===== config.mk =====
export PLATFORM = sky130hd
export DESIGN_NAME = positional_list_store_top
export DESIGN_NICKNAME = d
export VERILOG_FILES = /design/src/rtl/plst_pkg.sv /design/src/rtl/plst_cell.sv /design/src/rtl/positional_list_store_top.sv
export SDC_FILE = /design/constraint.sdc
export NUM_CORES = 1
export LEC_CHECK = 0
export BUFFER_PORTS_ARGS = -buffer_cell sky130_fd_sc_hd__buf_2
export CAP_MARGIN = 5
export CORE_AREA = 2 2 257 259
export DETAILED_ROUTE_END_ITERATION = 16
export DIE_AREA = 0 0 259 261
export PLACE_DENSITY = 0.75
export SYNTH_ARGS = -nofsm -noshare
export SYNTH_HDL_FRONTEND = slang
export SYNTH_SLANG_ARGS = --single-unit

===== constraint.sdc =====
create_clock -name clk -period 8.57 [get_ports clk]
set_input_delay 1.2855 -clock clk [delete_from_list [all_inputs] [get_ports clk]]
set_output_delay 1.2855 -clock clk [all_outputs]
set_load 0.1 [all_outputs]

===== src/rtl/plst_pkg.sv =====
// Package for the positional list store: sizes, operation and status codes,
// and the command struct that the control logic broadcasts to the slot cells.
// No dependencies.
package plst_pkg;

	localparam int DEPTH      = 16;
	localparam int DATA_WIDTH = 32;

	localparam int OP_W     = 3;
	localparam int POS_W    = 5;
	localparam int VALUE_W  = 32;
	localparam int STATUS_W = 2;
	localparam int COUNT_W  = 5;

	// Width of the entry counter (holds 0..DEPTH) and of slot indexes.
	localparam int CNT_W = $clog2(DEPTH + 1);
	localparam int IDX_W = (DEPTH > 1) ? $clog2(DEPTH) : 1;
	// Common width for comparing positions, counts and slot indexes.
	localparam int CMP_W = (CNT_W > POS_W) ? CNT_W : POS_W;

	localparam int IN_BITS  = OP_W + POS_W + VALUE_W;
	localparam int OUT_BITS = STATUS_W + VALUE_W + COUNT_W + 2;
	localparam int IN_TDATA_W  = ((IN_BITS + 7) / 8) * 8;
	localparam int OUT_TDATA_W = ((OUT_BITS + 7) / 8) * 8;

	typedef enum logic [OP_W-1:0] {
		OP_INSERT   = 3'd0,
		OP_REMOVE   = 3'd1,
		OP_RETRIEVE = 3'd2,
		OP_REPLACE  = 3'd3,
		OP_CLEAR    = 3'd4
	} op_t;

	typedef enum logic [STATUS_W-1:0] {
		ST_OK    = 2'd0,
		ST_RANGE = 2'd1,
		ST_UNDER = 2'd2,
		ST_OVER  = 2'd3
	} status_t;

	// Command seen by every slot cell in the same cycle.
	typedef struct packed {
		logic                  ins;
		logic                  rem;
		logic                  rep;
		logic [CMP_W-1:0]      pos;
		logic [DATA_WIDTH-1:0] word;
	} cell_cmd_t;

endpackage


===== src/rtl/plst_cell.sv =====
// One slot of the positional list store: holds one word, loads a new word on insert or replace
// at its own index, and takes the word of a neighbor on insert or remove shifts. Depends on plst_pkg.
module plst_cell
	import plst_pkg::*;
(
	input  logic                  clk,
	input  logic [CMP_W-1:0]      idx,
	input  cell_cmd_t             cmd,
	input  logic [DATA_WIDTH-1:0] below,
	input  logic [DATA_WIDTH-1:0] above,
	output logic [DATA_WIDTH-1:0] word
);

	logic [DATA_WIDTH-1:0] word_q;

	always_ff @(posedge clk) begin
		if (cmd.ins) begin
			if (idx == cmd.pos) begin
				word_q <= cmd.word;
			end else if (idx > cmd.pos) begin
				word_q <= below;
			end
		end else if (cmd.rem) begin
			if (idx >= cmd.pos) begin
				word_q <= above;
			end
		end else if (cmd.rep && (idx == cmd.pos)) begin
			word_q <= cmd.word;
		end
	end

	assign word = word_q;

endmodule


===== src/rtl/positional_list_store_top.sv =====
// Positional list store: an ordered list of up to DEPTH words in a row of slot cells.
// Each accepted input transfer has its result loaded into the output register,
// and one request is taken every cycle while the result side keeps up; all cells
// shift together at the edge that takes the request.
// Reset (arst_n, asynchronous, active low) empties the list and drops the output
// valid; slot words are not cleared and are only read below the entry count.
module positional_list_store_top
	import plst_pkg::*;
(
	input  logic                   clk,
	input  logic                   arst_n,
	input  logic                   s_tvalid,
	output logic                   s_tready,
	// s_tdata, from bit 0: op[2:0], position[7:3], value[39:8]
	input  logic [IN_TDATA_W-1:0]  s_tdata,
	output logic                   m_tvalid,
	input  logic                   m_tready,
	// m_tdata, from bit 0: status[1:0], read_value[33:2], entry_count[38:34],
	// is_full[39], is_empty[40], zero fill above
	output logic [OUT_TDATA_W-1:0] m_tdata
);

	// Input fields unpacked from the transfer.
	logic [OP_W-1:0]    op;
	logic [POS_W-1:0]   position;
	logic [VALUE_W-1:0] value;

	assign op       = s_tdata[OP_W-1:0];
	assign position = s_tdata[OP_W+POS_W-1:OP_W];
	assign value    = s_tdata[OP_W+POS_W+VALUE_W-1:OP_W+POS_W];

	// The entry count and the output register.
	logic [CNT_W-1:0]    used_q;
	logic                m_tvalid_q;
	logic [STATUS_W-1:0] status_q;
	logic [VALUE_W-1:0]  read_value_q;
	logic [COUNT_W-1:0]  entry_count_q;
	logic                is_full_q;
	logic                is_empty_q;

	// A new request is taken whenever the output register is free or is being
	// emptied in this same cycle, so the result side never stalls the input
	// for longer than it stalls itself.
	logic s_accept;
	assign s_tready = !m_tvalid_q || m_tready;
	assign s_accept = s_tvalid && s_tready;

	// Slot words from every cell, used for the neighbor shifts and the read.
	logic [DATA_WIDTH-1:0] cell_word [DEPTH];

	// Request decode. The positions and the count are compared at a common
	// width so that the design holds for any DEPTH.
	logic [CMP_W-1:0]      pos_ext;
	logic [CMP_W-1:0]      used_ext;
	logic [DATA_WIDTH-1:0] sel_word;
	status_t               status_nxt;
	logic [CNT_W-1:0]      used_nxt;
	logic [VALUE_W-1:0]    rd_nxt;
	cell_cmd_t             cmd;
	cell_cmd_t             cmd_go;
	logic [CMP_W-1:0]      used_nxt_ext;

	assign pos_ext  = CMP_W'(position);
	assign used_ext = CMP_W'(used_q);
	// Only read where the position lies below the count, so a slot index past
	// the row never reaches the result.
	assign sel_word = cell_word[IDX_W'(pos_ext)];

	always_comb begin
		status_nxt = ST_OK;
		used_nxt   = used_q;
		rd_nxt     = '0;
		cmd.ins    = 1'b0;
		cmd.rem    = 1'b0;
		cmd.rep    = 1'b0;
		cmd.pos    = pos_ext;
		cmd.word   = DATA_WIDTH'(value);
		unique case (op)
			OP_INSERT: begin
				if (used_q == CNT_W'(DEPTH)) begin
					status_nxt = ST_OVER;
				end else if (pos_ext > used_ext) begin
					status_nxt = ST_RANGE;
				end else begin
					cmd.ins  = 1'b1;
					used_nxt = CNT_W'(used_q + 1'b1);
				end
			end
			OP_REMOVE: begin
				if (used_q == '0) begin
					status_nxt = ST_UNDER;
				end else if (pos_ext >= used_ext) begin
					status_nxt = ST_RANGE;
				end else begin
					cmd.rem  = 1'b1;
					rd_nxt   = VALUE_W'(sel_word);
					used_nxt = CNT_W'(used_q - 1'b1);
				end
			end
			OP_RETRIEVE: begin
				if (pos_ext >= used_ext) begin
					status_nxt = ST_RANGE;
				end else begin
					rd_nxt = VALUE_W'(sel_word);
				end
			end
			OP_REPLACE: begin
				if (pos_ext >= used_ext) begin
					status_nxt = ST_RANGE;
				end else begin
					cmd.rep = 1'b1;
				end
			end
			OP_CLEAR: begin
				// The slot words stay; only the count drops.
				used_nxt = '0;
			end
			default: begin
				// Unused op codes report out of range and leave the list alone.
				status_nxt = ST_RANGE;
			end
		endcase
	end

	// The cells move only on an accepted request.
	always_comb begin
		cmd_go     = cmd;
		cmd_go.ins = cmd.ins && s_accept;
		cmd_go.rem = cmd.rem && s_accept;
		cmd_go.rep = cmd.rep && s_accept;
	end

	// The row of slot cells. Cell 0 never shifts up and the last cell keeps
	// its own word on a remove.
	for (genvar i = 0; i < DEPTH; i++) begin : g_cell
		logic [DATA_WIDTH-1:0] below;
		logic [DATA_WIDTH-1:0] above;

		if (i == 0) begin : g_first
			assign below = '0;
		end else begin : g_inner_below
			assign below = cell_word[i-1];
		end

		if (i == DEPTH - 1) begin : g_last
			assign above = cell_word[i];
		end else begin : g_inner_above
			assign above = cell_word[i+1];
		end

		plst_cell u_cell (
			.clk   (clk),
			.idx   (CMP_W'(i)),
			.cmd   (cmd_go),
			.below (below),
			.above (above),
			.word  (cell_word[i])
		);
	end

	assign used_nxt_ext = CMP_W'(used_nxt);

	// Control state: count and output valid.
	always_ff @(posedge clk or negedge arst_n) begin
		if (!arst_n) begin
			used_q     <= '0;
			m_tvalid_q <= 1'b0;
		end else begin
			if (s_accept) begin
				used_q     <= used_nxt;
				m_tvalid_q <= 1'b1;
			end else if (m_tready) begin
				m_tvalid_q <= 1'b0;
			end
		end
	end

	// Result payload, loaded with each accepted request.
	always_ff @(posedge clk) begin
		if (s_accept) begin
			status_q      <= status_nxt;
			read_value_q  <= rd_nxt;
			entry_count_q <= used_nxt_ext[COUNT_W-1:0];
			is_full_q     <= (used_nxt == CNT_W'(DEPTH));
			is_empty_q    <= (used_nxt == '0);
		end
	end

	assign m_tvalid = m_tvalid_q;
	assign m_tdata  = OUT_TDATA_W'({is_empty_q, is_full_q, entry_count_q,
		read_value_q, status_q});

endmodule


==> summary.txt <==
Timing
  • Fin crit share: 0.644
  • Tmin final: 5.52 ns
  • Clk_skew: 0.0249 ns
  • Setup tns final: 0 ns
  • FMAX: 0.181 GHz
  • Pin slew with the least headroom to its limit: 1.49 ns
  • Endpoints failing setup: 0
  • Slew Limit Fails: 0
  • Max transition margin: 0.00715
  • Final hold viol count: 0
  • Unrepaired setup endpoints after global routing: false

Clock network
  • Num CTS Buffers: 59
  • CTS sink count: around 560
  • Clock Latency Late Sink: about 0.66 ns
  • CTS tree: yes
  • Postcts setup bufs: 0
  • H-tree levels: 2
  • CTS Root Cell: clkbuf_16
  • Clock Path Buffers: 3
  • # hold bufs at CTS: 0
  • # resized after CTS: 0
  • Clock slew at reported path FFs: about 0.060 ns

Finish
  • Layout cell share with drive strength beyond 1: 0.199
  • # fillers: 5298
  • Final Cell Area: 34100 um2
  • Final Util: 0.525
  • Area Overhead vs Synth: 10.4%
  • Final nets: 2239

Global route
  • Overall routing resource usage: 0.284
  • First-pass GRT wire length: 145000 um
  • Largest net degree at the start of global routing: 257
  • Initial antenna violation count: 4
  • Vias in the first global route: 22596
  • Grt ovf: 0

Placement
  • Routability cong.: 0.862
  • HPWL Detailed: 54000 um
  • Post-Place Cell Area: 32300 um2
  • Number of port buffers: 86

Flow run
  • Max-Cap Viols: 0

Logic synthesis
  • Register bit total from synthesis: ~560
  • Yosys cell types: 60
  • Syn_area_per_cell: ~14 um2
  • Post-synth EDFFs: 553
  • Yosys warns: 0
  • Main synth FF type: edfxtp_1
  • Cells after Synth: approximately 2200
  • Synthesized area: 30900 um2
  • Post-synth ARST share: 0.0107
  • Sequential share of the synthesized area: 0.542

Route
  • Via count: 22831
  • Detailed Route WL: 97900 um
  • Wire per inst: 31.5 um
  • DRT Pass-1 Iters: 7
  • Starting DRT DRC Count: 3230
  • Antenna Nets Post-Route: 0
  • Mean number of vias per cell: roughly 7.4
  • # DRC: 0

Worst setup path
  • Critical path cell sequence: buf_8 -> inv_1 -> ha_1 -> nand4_1 -> mux2i_1 -> a21o_1 -> nand2_4 -> a21oi_4 -> buf_4 -> a21oi_1 -> a211oi_4 -> buf_8 -> buf_4
  • Worst Path Arrival: 5.82 ns
  • Worst-path maximum fanout: 69
  • Worst-path cell with the longest stage delay: a211oi_4
  • R2R depth: 12
  • Crit start category: input port
  • Worst setup EP type: flop
  • Setup CP Type: input port to flop
  • CP Data Required Time: 8.86 ns
  • Slowest stage delay, CP: between 0.6 and 0.7 ns

Floorplanning
  • Core area: 65000 um2
  • Total Die Area: a little under 70000 um2
  • IO Count: 94
  • Die Ht: 261 um
  • Initial Util: 0.475
  • Die W: 259 um
  • Rows: 94

Outcome
  • Status: finished clean

Min path
  • Hold WC Path Type: input port to asynchronous set/reset pin

Pwr
  • Power per cell area: around 200 nW/um2
  • Peak supply drop: about 170 uV
  • Leak: 13.3 nW
-- layout make-up --
class                      count  area [um2]  area share
antenna                        3        7.51    0.000220
clock buffer                  68        1510      0.0442
clock inverter                41         348      0.0102
inverter                      22        82.6     0.00242
multi-input combinational   1402       13400       0.394
sequential                   559       16800       0.491
tap                          864        1080      0.0317
timing repair buffer         144         911      0.0267
-- through the flow --
step,power [mW],setup slack [ns],instances,hold WS [ns]
floorplan,4.06,1.03,2237,0.539
global placement,4.32,2.16,2990,0.507
detailed placement,4.36,2.07,2990,0.529
CTS,6.86,2.73,3099,0.434
global route,7.03,2.79,3101,0.443
finish,6.86,3.05,3103,0.449
-- critical path: cells and delay by family --
family / cells / cell delay, ns
buffers and inverters: 5 / 1.94
AOI/OAI and AO/OA: 4 / 1.49
and+or+nand+nor: 2 / 0.41
adders and majority gates: 1 / 0.37
muxes: 1 / 0.21
-- power breakdown --
| part | leakage (nW) | internal [mW] | total [mW] | switching, mW |
|---|---|---|---|---|
| Sequential | 5.09 | 3.12 | 3.17 | 0.0461 |
| Combinational | 7.27 | 0.401 | 1.15 | 0.753 |
| Clock | 0.907 | 1.41 | 2.53 | 1.12 |
-- registers in the layout, indices dropped and copies added (netlist names) --
| register | cells |
|---|---|
| used_ext | 5 |
| status_q | 2 |
| read_value_q | 32 |
| is_empty_q | 1 |
| is_full_q | 1 |
| g_cell.u_cell.word | 512 |
| entry_count_q | 5 |
| m_tvalid | 1 |
-- kinds of logic (layout without fill, tap and decap cells) --
group / count (synthesis) / count (layout) / share of synthesized area
AO/OA/AOI/OAI: 1077 / 1077 / 0.278
XOR/XNOR: 1 / 1 / 0.000283
adder cells (fa/ha/maj): 7 / 7 / 0.00283
buffers and inverters: 276 / 275 / 0.0396
flip-flops: 559 / 559 / 0.542
multiplexers: 196 / 196 / 0.116
other: 1 / 10 / 0.000121
AND/OR/NAND/NOR: 114 / 114 / 0.0211
-- metal layers --
metal  vias to the layer above  routed length [um]  GRT usage
li1                       9173                   -          -
met1                     11525               35700      0.373
met2                      1838               45400      0.450
met5                         -                  27          0
met4                         4                3950      0.116
met3                       291               12900     0.0750
-- cells in the final DEF, fill, tap and decap left out, drive strengths merged, types with 30 or more instances in the layout --
cell type  count
edfxtp       553
a22o         467
a21o         439
buf          144
mux4         126
clkbuf        68
a211oi        64
mux2i         36
nor2b         35
mux2          34
a21oi         32
clkinv        31
o21ai         30
-- cells in the mapped netlist, types with 2 or more instances --
library cell / n / area (um2)
edfxtp_1: 553 / 16600
a22o_1: 467 / 4090
a21o_1: 439 / 3300
mux4_2: 126 / 2840
clkbuf_1: 120 / 450
buf_2: 103 / 515
a211oi_1: 64 / 480
mux2i_1: 36 / 360
nor2b_1: 35 / 219
mux2_2: 34 / 383
a21oi_1: 25 / 125
nand2_1: 23 / 86.3
inv_1: 22 / 82.6
o21ai_0: 18 / 90.1
buf_1: 16 / 60.1
nor2_1: 15 / 56.3
buf_4: 14 / 105
a222oi_1: 10 / 100
nand3_1: 9 / 45.0
a31oi_1: 8 / 50.1
a21oi_2: 7 / 61.3
ha_1: 7 / 87.6
o21ai_2: 7 / 61.3
dfrtp_1: 6 / 150
o31ai_1: 6 / 45.0
nand2b_1: 5 / 31.3
nor3_1: 5 / 25.0
o21ai_1: 5 / 25.0
a221oi_1: 4 / 35.0
o22ai_1: 4 / 25.0
and2_1: 3 / 18.8
nor3b_2: 3 / 37.5
and3_1: 2 / 12.5
nand4_1: 2 / 12.5
o21a_1: 2 / 15.0
o32ai_1: 2 / 17.5
-- worst paths after layout --
path / slack (ns) / to / startpoint
worst max-delay path: 3.05 / g_cell[14].u_cell.word[24] / s_tdata[3]
worst min-delay path: 0.45 / used_ext[1] / arst_n
worst max register to register: 3.76 / g_cell[14].u_cell.word[24] / used_ext[0]
worst min register to register: 0.53 / m_tvalid / m_tvalid
max in group asynchronous: 7.97 / used_ext[2] / arst_n
min in group clk: 0.53 / m_tvalid / m_tvalid
Power figures use the tool's default switching activity.
